$ cat src/design/tmsp_queue.sv
// ----------------------------------------------------------------------------
// tmsp_queue
// Two-entry queue between the front and the divider back end.
// ----------------------------------------------------------------------------
module tmsp_queue #(
  parameter int W = 8
) (
  input  logic         clk_i,
  input  logic         rst_ni,
  input  logic         push_i,
  input  logic [W-1:0] data_i,
  output logic         full_o,
  input  logic         pop_i,
  output logic         valid_o,
  output logic [W-1:0] data_o
);

  logic [W-1:0] mem_q [2];
  logic         wr_ptr_q, rd_ptr_q;
  logic [1:0]   cnt_q;

  assign full_o  = (cnt_q == 2'd2);
  assign valid_o = (cnt_q != 2'd0);
  assign data_o  = mem_q[rd_ptr_q];

  always_ff @(posedge clk_i or negedge rst_ni) begin
    if (!rst_ni) begin
      wr_ptr_q <= 1'b0;
      rd_ptr_q <= 1'b0;
      cnt_q    <= 2'd0;
    end else begin
      if (push_i) wr_ptr_q <= ~wr_ptr_q;
      if (pop_i)  rd_ptr_q <= ~rd_ptr_q;
      if (push_i && !pop_i)      cnt_q <= cnt_q + 2'd1;
      else if (pop_i && !push_i) cnt_q <= cnt_q - 2'd1;
    end
  end

  always_ff @(posedge clk_i) begin
    if (push_i) mem_q[wr_ptr_q] <= data_i;
  end

endmodule

$ cat config.mk
export PLATFORM = sky130hd
export DESIGN_NAME = tmsp_queue
export DESIGN_NICKNAME = d
export VERILOG_FILES = /design/src/design/tmsp_queue.sv
export SDC_FILE = /design/constraint.sdc
export NUM_CORES = 1
export LEC_CHECK = 0
export ABC_AREA = 0
export BUFFER_PORTS_ARGS = -buffer_cell sky130_fd_sc_hd__buf_4
export CORE_MARGIN = 2
export CORE_UTILIZATION = 46
export DETAILED_ROUTE_END_ITERATION = 7
export PLACE_DENSITY = 0.72
export SYNTH_ARGS = -nofsm -noshare
export SYNTH_HDL_FRONTEND = slang
export SYNTH_SLANG_ARGS = --single-unit
$ cat constraint.sdc
create_clock -name clk_i -period 1.41 [get_ports clk_i]
set_input_delay 0.282 -clock clk_i [delete_from_list [all_inputs] [get_ports clk_i]]
set_output_delay 0.282 -clock clk_i [all_outputs]
set_load 0.02 [all_outputs]
After elaboration in Yosys (flattened, before gate mapping):

Memory sizes are Yosys's and may differ from the RTL's.
Cells that the tools add are included.

* add/subtract/negate cells: 2
* multiply operators: 0
* divide/modulo/power cells: 0
* order comparisons: 0
* equality and inequality tests: 1
* shifts and indexed selects: 0
* mux-type cells: 4
* bitwise logic cells: 2
* reduce and logical (&&, ||, !) cells: 6

Operators by type and width (number)
* $mux W2: 2
* $reduce_bool A2 Y1: 2
* $add A2 B1 Y2 const B: 1
* $eq A2 B2 Y1 const B: 1
* $logic_and A1 B1 Y1: 2
* $logic_not A1 Y1: 2
* $mux W1: 2
* $not A1 Y1: 2
* $sub A2 B1 Y2 const B: 1

* flip-flop bits (word level): 4
* bits in latches: 0
* memory bits (writable): 16
* bits in read-only memories: 0
* input bits: 12
* output and inout bits: 10
* word-level logic and storage cells: 19
* memories kept: 1

Memory list
* mem_q: depth 2, width 8, rd ports 1, clocked after memory_dff 0, write ports 1, line 18 `logic [W-1:0] mem_q [2];`

Longest topological paths before layout:

* depth after elaboration: 4
* mapped depth: 5
* mapped depth without buffers: 5

Worst setup path before layout:

No wires, ideal clock.

* kind: reg-to-reg
* from: register wr_ptr_q
* to: memory mem_q[0][0], enable pin
* library setup time: 0.373 ns
* arrival time: 0.789 ns
* required time: 1.037 ns
* path slack: 0.248 ns
* cell stages (with the launch flop): 2
* path buffers: 0
* period minus slack after synthesis: 1.162 ns
* cells stage by stage: dfrtp_1 -> nor2b_1

RTL lines
* start: declaration: line 19 `logic wr_ptr_q, rd_ptr_q;`
* start signal: assignment: line 32 `if (push_i) wr_ptr_q <= ~wr_ptr_q;`
* end: declaration: line 18

No word-level cell before the write port.

Worst setup path in the final report:

* from: register rd_ptr_q
* to: output data_o[7]

* word-level cells in the longest chain between the ends: 1

RTL lines
* start: declaration: line 19
* start signal: assignment: line 33 `if (pop_i) rd_ptr_q <= ~rd_ptr_q;`
* $mem_v2 Z2 W8
* end: declaration: line 15 `output logic [W-1:0] data_o`

Every way passes these cells.

==> results.md <==
- Status: finished with violations
- Failing checks: negative setup slack
- Largest net degree at the start of global routing: 12
- Routed WL: ~1200 um
- Critical path type: flop to output pin
- CP Buf/Inv Count: 2
- Layout cells sized above 1: 54.8%
- Post-synthesis simple-gate area fraction: between 3 and 4%
- Worst vdd ir: 0.974 mV
- Clk pwr share: 12.5%
- Mapped Cells: 41
- Crit share post-route: 111%
- Cell Area, Synth: 803 sq um
- Max clock buf depth: 2
- Worst-path clk slew: 0.11 ns
- Final std cells w/o fill: 90
- CP dominant cell by count: buf_6
- Pwr dens: 1980 nW/um^2
- Io pins: 22
- Largest family of logic cells by synthesized area: multiplexers
- Worst Path Arrival: 1.28 ns
- Critical-path cell list: buf_6 > mux2_4 > buf_6
- Final worst setup slack: -0.148 ns
- Pins Over Slew Limit: 0
- Vias per cell: 4.71
- First-pass GRT wire length: 1800 um
- Tmin final: 1.56 ns
- Register area share after synthesis: ~72%
- Total CTS buffers: 3
- Post-synthesis area per instance: 19.6 sq um
- Logic pwr share: 47.4%
- Worst Setup End Kind: output pin
- Final HPWL DP: 832 um
- Nets: 87
- Top delay family on crit path: flip-flops
- CP max stage delay: 0.41 ns
- Iter 0 DRT Violations: 2
- Relative slew slack: between 70% and 80%
- Switch share: 30.8%
- CTS tree: yes
- Area of the die: between 2000 and 2500 sq um
- #FFs+latches synth: 20
- H-tree depth: 1
- Antenna Cells: 0
- Pre-CTS setup slack: between 0.15 and 0.2 ns
- Site row count: 15
- First-pass detailed-route iteration total: 3
- Dpl cells: 81
- Wire per inst: 13.1 um
- CORE AREA: about 1700 sq um
- Total number of vias: 424
- Adder-cell share of the synthesized area: 1.56%
- Synth Area in Compound Gates: 0%
- Slowest CP cell: dfrtp_1
- Detail Route Antenna Nets: 0
- Yosys warning count: 0
- Critical path peak fanout: 6
- Total internal power: 1.51 mW
- Clock Tree Root: clkbuf_4
- Startpoint Class: flop
- Initial antenna violation count: 0
- Area fraction of the dominant cell type after synthesis: about three fifths
- Hold/Removal Path Class: input port to flop
- WHS: approximately 0.16 ns
- Worst-Margin Slew: approximately 0.38 ns
- Yosys cell types: 13
- CP required: 1.13 ns
- Clock Skew: approximately 0.0033 ns
- Die height: between 40 and 50 um
- Clock sinks: 20
- Initial core utilization: 47.6%
- Die width: between 40 and 50 um
- GRT Total Usage: 12.8%
- GP Congestion: 0.640
- Switching power: 671 uW
- P&R area growth vs syn: 37.1%
- Highest Clock Rate: 642 MHz
- Port Buf Inserts: 21
- Post-synth top area cell: edfxtp_1
- Clock latency at the later pin of the worst-skew pair: 0.30 ns
- DRC Markers: 0
- Unrepaired setup endpoints after global routing: true
- Vias in the first global route: 427
- Flop pwr share: 40.1%
- Fin. Hold Viols: 0
- Congestion Overflow GR: 0
- Top cells by area, synth: edfxtp_1 (60%), mux2_4 (15%), dfrtp_1 (12%)
- Post-Synth XOR/XNOR Area: 5.45%
- Leak Pwr: roughly 0.48 nW
- Synthesized Nets: 54
- Mux contribution to synthesized area: ~15%
- Final core occ: 65.2%
- Max-Cap Viols: 0
- Final Setup Violations: 8
[stage by stage]
step	cell area [sq um]	power (mW)	setup TNS, ns
final	1100	2.18	-1.14
after global routing	1100	2.28	-1.44
after CTS	1080	2.13	-1.27
after detailed placement	993	1.73	0
after global placement	993	1.71	0
after floorplan	803	1.44	0
[layer usage]
layer | up-vias | global-route usage, % | part of all wire (%)
met1 | 203 | 16.0 | 43
li1 | 209 | - | -
met2 | 12 | 20.6 | 52
met3 | 0 | 2.78 | 4.6
met5 | - | 0 | 0
met4 | 0 | 6.86 | 0
[cells in the mapped netlist]
cell type and instances:
nor2b_1 1, nor2_1 1, buf_6 1, inv_1 1, edfxtp_1 16, xor2_1 4
and2_1 1, or2_1 1, ha_1 1, xnor2_1 1, mux2_4 8, dfrtp_1 4
and2b_2 1
[state kept, by name, indices dropped and copies added (netlist names)]
register  count
cnt_q         2
mem_q        16
rd_ptr_q      1
wr_ptr_q      1
[what timing repair did]
action	4_1_cts	5_1_grt
gates resized for setup	11	0
hold buffers	1	0
setup buffers	1	3
pin swaps	1	0
endpoints found under the hold margin	4	0
setup endpoints to repair	9	10
[placed cells by master (no fill, tap or decap)]
| cell type | count |
|---|---|
| and2_1 | 1 |
| and2b_2 | 1 |
| buf_4 | 17 |
| buf_6 | 11 |
| clkbuf_4 | 3 |
| clkinv_1 | 1 |
| dfrtp_1 | 4 |
| dlygate4sd3_1 | 1 |
| edfxtp_1 | 16 |
| ha_1 | 1 |
| inv_1 | 1 |
| mux2_4 | 8 |
| nor2_1 | 1 |
| nor2b_1 | 1 |
| or2_1 | 1 |
| xnor2_1 | 1 |
| xor2_1 | 4 |
[layout make-up]
type                    count  area (sq um)
repair buffers             29           262
clock buffers               3          22.5
well taps                  17          21.3
clock inverters             1          3.75
fillers                   142           588
inverters                   1          3.75
multi-input cells          19           208
flip-flops and latches     20           581
[power groups by stage]
| stage | sequential (mW) | clock, mW | combinational [mW] |
|---|---|---|---|
| detailed placement | 0.888 | 0 | 0.839 |
| finish | 0.874 | 0.272 | 1.03 |
| global route | 0.888 | 0.301 | 1.09 |
| global placement | 0.881 | 0 | 0.833 |
| CTS | 0.880 | 0.282 | 0.970 |
| floorplan | 0.868 | 0 | 0.569 |
[logic make-up (layout without fill, tap and decap cells)]
group | Yosys count | after routing
buffers and inverters | 2 | 34
muxes | 8 | 8
DFF | 20 | 20
adders and majority gates | 1 | 1
xor gates and xnor gates | 5 | 5
and+or+nand+nor | 5 | 5
[path summary, 6_finish.rpt]
path                       slack, ns  depth (start not counted)           to  startpoint
max in group asynchronous       1.00                          2     rd_ptr_q      rst_ni
setup / recovery               -0.15                          3    data_o[7]    rd_ptr_q
min in group asynchronous       0.30                          2     cnt_q[1]      rst_ni
hold / removal                  0.16                          1  mem_q[1][4]   data_i[4]
setup reg to reg                0.32                          1  mem_q[1][7]    wr_ptr_q
hold reg to reg                 0.50                          1     wr_ptr_q    wr_ptr_q
Note: power is estimated with default switching activity, not from simulation.
