$ cat config.mk
export PLATFORM = sky130hd
export DESIGN_NAME = tmsp_front
export DESIGN_NICKNAME = d
export VERILOG_FILES = /design/src/design/tmsp_pkg.sv /design/src/design/tmsp_front.sv
export SDC_FILE = /design/constraint.sdc
export NUM_CORES = 2
export LEC_CHECK = 0
export BUFFER_PORTS_ARGS = -buffer_cell sky130_fd_sc_hd__buf_2
export CORE_MARGIN = 8
export CORE_UTILIZATION = 30
export DETAILED_ROUTE_END_ITERATION = 8
export RECOVER_POWER = 25
export SYNTH_ARGS = -nofsm -noshare
export SYNTH_HDL_FRONTEND = slang
export SYNTH_SLANG_ARGS = --single-unit
$ cat constraint.sdc
create_clock -name clk_i -period 5.95 [get_ports clk_i]
set_input_delay 1.19 -clock clk_i [delete_from_list [all_inputs] [get_ports clk_i]]
set_output_delay 1.19 -clock clk_i [all_outputs]
set_load 0.03 [all_outputs]
$ cat src/design/tmsp_pkg.sv
// ----------------------------------------------------------------------------
// tmsp_pkg
// Shared codes for the tile map / screen projection block.
// ----------------------------------------------------------------------------
package tmsp_pkg;

  // map types
  localparam logic [1:0] MAP_ORTHO = 2'd0;
  localparam logic [1:0] MAP_ISO   = 2'd1;

  // request direction
  localparam logic CMD_TO_SCREEN = 1'b0;
  localparam logic CMD_TO_MAP    = 1'b1;

  // configuration register indexes
  localparam logic [1:0] CFG_TILE_W   = 2'd0;
  localparam logic [1:0] CFG_TILE_H   = 2'd1;
  localparam logic [1:0] CFG_MAP_TYPE = 2'd2;

  localparam int unsigned RESET_TILE_SIZE = 32;
  localparam logic [1:0]  RESET_MAP_TYPE  = MAP_ORTHO;

endpackage

$ cat src/design/tmsp_front.sv
// ----------------------------------------------------------------------------
// tmsp_front
// Accepts requests, forms products, picks numerator and divisor per lane.
// ----------------------------------------------------------------------------
module tmsp_front #(
  parameter int CB    = 16,
  parameter int TB    = 11,
  parameter int NUM_W = CB + TB + 1,
  parameter int DEN_W = 2 * TB,
  parameter int ENT_W = 2 + 2 * NUM_W + 2 * DEN_W
) (
  input  logic             clk_i,
  input  logic             rst_ni,
  input  logic             in_valid_i,
  output logic             in_ready_o,
  input  logic             cmd_i,
  input  logic [CB-1:0]    x_in_i,
  input  logic [CB-1:0]    y_in_i,
  input  logic [TB-1:0]    tile_width_i,
  input  logic [TB-1:0]    tile_height_i,
  input  logic [1:0]       map_type_i,
  input  logic             full_i,
  output logic             push_o,
  output logic [ENT_W-1:0] entry_o
);

  logic signed [NUM_W-1:0] xs, ys, tws, ths, a2, a3;
  logic                    a_ready;
  logic                    a_valid_q;
  logic signed [NUM_W-1:0] x_q, y_q, p0_q, p1_q, p2_q, p3_q;
  logic [DEN_W-1:0]        tw_q, th_q, area_q;
  logic                    cmd_q;
  logic [1:0]              type_q;
  logic signed [NUM_W-1:0] nx, ny;
  logic [DEN_W-1:0]        dx, dy;
  logic                    neg_x, neg_y;
  logic [NUM_W-1:0]        mag_x, mag_y;

  assign xs  = {{(NUM_W-CB){x_in_i[CB-1]}}, x_in_i};
  assign ys  = {{(NUM_W-CB){y_in_i[CB-1]}}, y_in_i};
  assign tws = {{(NUM_W-TB){1'b0}}, tile_width_i};
  assign ths = {{(NUM_W-TB){1'b0}}, tile_height_i};
  // isometric map to screen scales the diagonal sums
  assign a2  = (map_type_i == tmsp_pkg::MAP_ISO) ? xs - ys : xs;
  assign a3  = (map_type_i == tmsp_pkg::MAP_ISO) ? xs + ys : ys;

  assign a_ready    = !a_valid_q || !full_i;
  assign in_ready_o = a_ready;
  assign push_o     = a_valid_q && !full_i;

  always_ff @(posedge clk_i or negedge rst_ni) begin
    if (!rst_ni) begin
      a_valid_q <= 1'b0;
    end else if (a_ready) begin
      a_valid_q <= in_valid_i;
    end
  end

  always_ff @(posedge clk_i) begin
    if (a_ready && in_valid_i) begin
      x_q    <= xs;
      y_q    <= ys;
      p0_q   <= xs * ths;
      p1_q   <= ys * tws;
      p2_q   <= a2 * tws;
      p3_q   <= a3 * ths;
      tw_q   <= DEN_W'(tile_width_i);
      th_q   <= DEN_W'(tile_height_i);
      area_q <= DEN_W'(tile_width_i) * DEN_W'(tile_height_i);
      cmd_q  <= cmd_i;
      type_q <= map_type_i;
    end
  end

  // every rule becomes n / d; a zero divisor gives 0 / 1
  always_comb begin
    nx = '0;
    ny = '0;
    dx = DEN_W'(1);
    dy = DEN_W'(1);
    unique case (type_q)
      tmsp_pkg::MAP_ORTHO: begin
        if (cmd_q == tmsp_pkg::CMD_TO_MAP) begin
          if (tw_q != '0) begin
            nx = x_q;
            dx = tw_q;
          end
          if (th_q != '0) begin
            ny = y_q;
            dy = th_q;
          end
        end else begin
          nx = p2_q;
          ny = p3_q;
        end
      end
      tmsp_pkg::MAP_ISO: begin
        if (cmd_q == tmsp_pkg::CMD_TO_MAP) begin
          if (area_q != '0) begin
            nx = p0_q + p1_q;
            ny = p1_q - p0_q;
            dx = area_q;
            dy = area_q;
          end
        end else begin
          nx = p2_q;
          ny = p3_q;
          dx = DEN_W'(2);
          dy = DEN_W'(2);
        end
      end
      default: begin
        if (cmd_q == tmsp_pkg::CMD_TO_MAP) begin
          nx = x_q;
          ny = y_q;
        end
      end
    endcase
  end

  assign neg_x   = nx[NUM_W-1];
  assign neg_y   = ny[NUM_W-1];
  assign mag_x   = neg_x ? NUM_W'(-nx) : NUM_W'(nx);
  assign mag_y   = neg_y ? NUM_W'(-ny) : NUM_W'(ny);
  assign entry_o = {neg_x, neg_y, mag_x, mag_y, dx, dy};

endmodule

Yosys cells after proc, flatten, opt, wreduce, memory -nomap -nowiden:

Index checks and enable logic that the tools add are counted.

* register bits after elaboration: 192
* output and inout port bits: 104
* word-level logic and storage cells: 58

* add/sub/neg operators: 6
* multipliers: 5
* equality and inequality tests: 2
* muxes and demuxes: 24
* reductions and logical operators: 9

Operators with widths (count)
* 2-to-1 mux 28 bit: 14
* one-hot mux 28 bit (2 select lines): 2
* one-hot mux 22 bit (2 select lines): 2
* nonzero test 22 bit: 3
* multiplier 16 x 12 -> 28 bit: 2
* multiplier 28 x 12 -> 28 bit: 2
* negator 28 bit: 2
* 2-to-1 mux 11 bit: 4
* 2-to-1 mux 22 bit: 2
* adder 28 bit: 1
* subtractor 28 bit: 1
* multiplier 11 x 11 -> 22 bit: 1
* adder 16 x 16 -> 17 bit: 1
* subtractor 16 x 16 -> 17 bit: 1
* == test 2 x 1 -> 1 bit (second input constant): 2
* logical AND 1 bit: 2
* zero test 1 bit: 2
* zero test 2 bit: 1
* logical OR 1 bit: 1

Longest topological paths before layout:

* depth in word-level cells: 6
* gate-level depth with buffers: 35
* depth with buffers taken out: 33

Least setup slack after synthesis:

OpenSTA, ideal clock, no wires.

* path type: input -> register
* start point: input port x_in_i[0]
* end point: register p2_q[26], data pin
* library setup time: 0.258 ns
* arrival time: 8.221 ns
* data required time: 5.692 ns
* slack: -2.529 ns
* stages: 31
* path buffers: 2
* cells stage by stage: clkbuf_1 -> inv_1 -> ha_1 -> fa_1 -> nor2b_1 -> o21ai_0 -> a21boi_0 -> o21ai_0 -> a21oi_1 -> o21ai_0 -> a21oi_1 -> o311a_1 -> nor3_1 -> o31ai_1 -> clkbuf_1 -> nand2_1 -> fa_1 -> inv_1 -> fa_1 -> fa_1 -> fa_1 -> fa_1 -> ha_1 -> a21o_1 -> a21oi_1 -> o21a_1 -> a311oi_1 -> or3_1 -> a31o_2 -> a21oi_1 -> xnor2_1

* longest elaborated chain between the ends: 3

RTL lines
* start, declared: RTL line tmsp_front.sv:17 `input logic [CB-1:0] x_in_i,`
* subtractor 16 x 16 -> 17 bit: RTL line tmsp_front.sv:44 `assign a2 = (map_type_i == tmsp_pkg::MAP_ISO) ? xs - ys : xs;`
* 2-to-1 mux 28 bit *: RTL line tmsp_front.sv:44
* multiplier 28 x 12 -> 28 bit *: RTL line tmsp_front.sv:65 `p2_q <= a2 * tws;`
* end signal, assigned: RTL line tmsp_front.sv:65
* end, declared: RTL line tmsp_front.sv:30 `logic signed [NUM_W-1:0] x_q, y_q, p0_q, p1_q, p2_q, p3_q;`

Mark *: on every way between the ends. The rest lies on a longest branch, timed or not.
A chain may end at the register's enable or synchronous reset.

Final worst setup path:

Ends and elaborated chain as after synthesis.

==> summary.txt <==
Cells and area
  – Final cell area excluding filler cells: 58170 µm²
  – NumNets Final: between 7000 and 8000
  – Ratio of cells with drive above 1 in the final layout: 0.2697
  – Area of the multi-input gates: between 30000 and 40000 µm²
  – Filler Cells Inserted: 14485
  – Storage cell area: 5761 µm²
  – Final Core Density: 0.3949
  – Area Overhead vs Synth: 31.10%

Logic synthesis
  – Distinct cells, synth: 94
  – Syn. warnings: 0
  – EDFF count, synth: between 150 and 200
  – Yosys top cell area share: 0.3339
  – Post-synthesis cell count: slightly above 5000
  – Synth Cell Area: 44370 µm²
  – Primary FF master, synth: edfxtp_1
  – Synth Area per Inst: 8.752 µm²
  – #FFs+latches synth: 192
  – Synth top area cells: fa_1, edfxtp_1, ha_1, inv_1, nand2_1
  – Sequential cell area fraction in the yosys report: 0.1298
  – Synth area leader: fa_1
  – Syn Nets: ~6300
  – Async S/R FF share, synth: 0.005208

Floorplan
  – I/O pin count: around 170
  – Site row count: between 100 and 150
  – Core Footprint: ~150000 µm²
  – DIE AREA: about 160000 µm²
  – Initial Utilization: 0.3012
  – Die width: 400.6 µm
  – DIE HEIGHT: 400.6 µm

STA
  – Final period util: 1.292
  – Max Freq: 0.1301 GHz
  – Worst setup margin: -1.738 ns
  – # setup viols final: 55
  – Worst slew margin: 0.4266
  – Setup TNS: -47.27 ns
  – Final hold vios: 0
  – Fin crit period: roughly 7.7 ns
  – Slew @ Worst Pin: 0.8569 ns
  – RSZ-0062 raised after global routing: yes
  – Slew Viols, Final: 0
  – Clock skew: roughly 0.011 ns

Critical path
  – WP data arrival: just under 8 ns
  – Top cell by count, worst path: fa_1
  – CP Capture Type: flop
  – Crit-path max FO: 4
  – Critical path type: input port to flop
  – Slowest-stage cell, CP: fa_1
  – Critical path's largest stage delay: about 0.57 ns
  – Startpoint Class: input port
  – Req. time, crit path: 6.22 ns

Drt
  – Final ANT Viol Nets: 0
  – Routed vias: between 30000 and 40000
  – # DRC: 0
  – Vias per cell: around 5.0
  – Initial DRT Pass Iterations: 7
  – DRT iter0 DRCs: between 3000 and 4000
  – DR WL/cell: 20.56 µm
  – Wirelength, routed: around 160 mm

CTS
  – Clock buffer depth: 2
  – Hold_buf cts: 0
  – CTS tree: yes
  – Insertion delay of the later-clocked pin in the worst-skew pair: approximately 0.5 ns
  – Num Clock Sinks: 192
  – Maximum level of the CTS H-tree: 4
  – CTS buffer count: 17
  – Clock root buffer: clkbuf_16
  – Clock transition at the registers of the reported paths: about 0.090 ns

Global routing
  – Initial antenna violation count: 16
  – Vias in the first global route: about 39000
  – GRT overflow: 0
  – First-pass GRT wire length: 236.8 mm
  – Total Routing Usage GR: 0.1902
  – Largest net degree at the start of global routing: 81

Hold path
  – Hold WC Path Type: input port to async pin

Place
  – PortBufs: between 150 and 200
  – Dpl cell area: ~53000 µm²
  – RePlAce Congestion: between 1 and 1.5
  – Detailed Place HPWL: between 100 and 150 mm
  – Place WS: -2.518 ns

Job
  – # Max-Cap Violations: 0

Status
  – Status: finished, violations left
  – Failing checks: setup timing
[sequential cells by signal, summed over array words and instances, names as in the netlist]
name and cells:
cmd_q 1, type_q 2, p1_q 28, tw_q 11
p0_q 28, y_q 16, p2_q 28, a_valid_q 1
x_q 16, p3_q 28, th_q 11, area_q 22
[cell type report]
type | instances | area share
diodes | 4 | 0.0001721
clock buffers | 18 | 0.007377
clock inverters | 14 | 0.002581
inverters | 1040 | 0.06741
multi-input cells | 3577 | 0.6308
flip-flops and latches | 192 | 0.09902
well taps | 1930 | 0.04151
repair buffers | 1025 | 0.1511
[through the flow]
step / hold slack [ns] / instances
2_1_floorplan: 0.6814 / 5070
3_3_place_gp: 0.4899 / 7599
3_5_place_dp: 0.5099 / 7599
4_1_cts: 0.3964 / 7705
5_1_grt: 0.4149 / 7798
6_report: 0.4326 / 7800
[critical path, delay by kind of cell]
kind / cells / cell delay (ns)
adder cells (fa/ha/maj): 8 / 3.11
AO/OA/AOI/OAI: 15 / 2.67
AND/OR/NAND/NOR: 3 / 0.53
buffers and inverters: 4 / 0.38
XOR/XNOR: 1 / 0.07
[path summary, 6_finish.rpt]
| check | startpoint | to | slack [ns] | cells after the start |
|---|---|---|---|---|
| max in group asynchronous | rst_ni | a_valid_q | 5.43 | 1 |
| max reg2reg | a_valid_q | area_q[17] | 3.92 | 3 |
| min reg2reg | a_valid_q | a_valid_q | 0.53 | 2 |
| max | x_in_i[0] | p2_q[26] | -1.74 | 31 |
| min in group clk_i | a_valid_q | a_valid_q | 0.53 | 2 |
| min | rst_ni | a_valid_q | 0.43 | 1 |
[Yosys cell counts, drive strengths merged, types with 8 or more instances]
cell	number
o21bai	15
a21o	43
nor3b	12
buf	28
xor2	62
fa	740
clkbuf	233
nor4b	9
o31ai	24
a211oi	26
nor2	148
or3	23
a31oi	37
and2	347
inv	1040
ha	394
or2	16
nand2	688
nor4	13
and3	38
o41ai	9
a21oi	197
or4	11
o211ai	12
o221ai	8
nand3	74
nand4	18
o22ai	9
nand2b	32
nor2b	30
a41oi	9
o31a	11
o21a	32
edfxtp	191
a21boi	16
o21ai	140
nor3	71
xnor2	154
[per-layer routing]
layer | vias to the layer above | share of wire | track usage
li1 | 17491 | - | -
met4 | 10 | 0.035 | 0.04892
met5 | - | 0.00082 | 0
met1 | 19524 | 0.43 | 0.2644
met2 | 1465 | 0.44 | 0.2970
met3 | 205 | 0.094 | 0.04553
[timing repair]
action                                  CTS  global route
endpoints found under the setup margin   96            92
buffers inserted                         81            92
pin swaps                               189           233
resized for setup                       345           391
cloned                                    0            10
[logic make-up after synthesis]
group                    Yosys count  synth area share
adder cells (fa/ha/maj)         1134            0.4449
AND/OR/NAND/NOR                 1554            0.1721
buffers and inverters           1301            0.1114
XOR/XNOR                         216           0.04263
multiplexers                       5          0.001212
flip-flops                       192            0.1298
AO/OA/AOI/OAI                    668           0.09787
[placed cells by master (no fill, tap or decap), types with 25 or more instances in the layout]
cell type / netlist / routed
nand2_2: 0 / 30
buf_2: 8 / 121
o21a_1: 32 / 29
buf_12: 0 / 61
inv_2: 1 / 49
xnor2_1: 154 / 134
o21ai_2: 1 / 28
a21oi_2: 0 / 39
o21ai_0: 127 / 79
ha_1: 394 / 322
a21oi_1: 197 / 140
ha_4: 0 / 59
inv_1: 1039 / 986
and3_1: 38 / 33
nor2_1: 148 / 134
o21ai_1: 11 / 25
a31oi_1: 37 / 28
nand2_1: 688 / 646
edfxtp_1: 191 / 191
a21o_1: 43 / 42
clkbuf_16: 0 / 26
xor2_1: 62 / 59
and2_1: 346 / 334
nand3_1: 74 / 54
nor3_1: 71 / 56
fa_1: 740 / 712
buf_6: 0 / 90
buf_4: 13 / 714
fa_2: 0 / 28
Power is not shown: default switching activity piles up to over one toggle a cycle in this logic, so the estimate is an artifact.
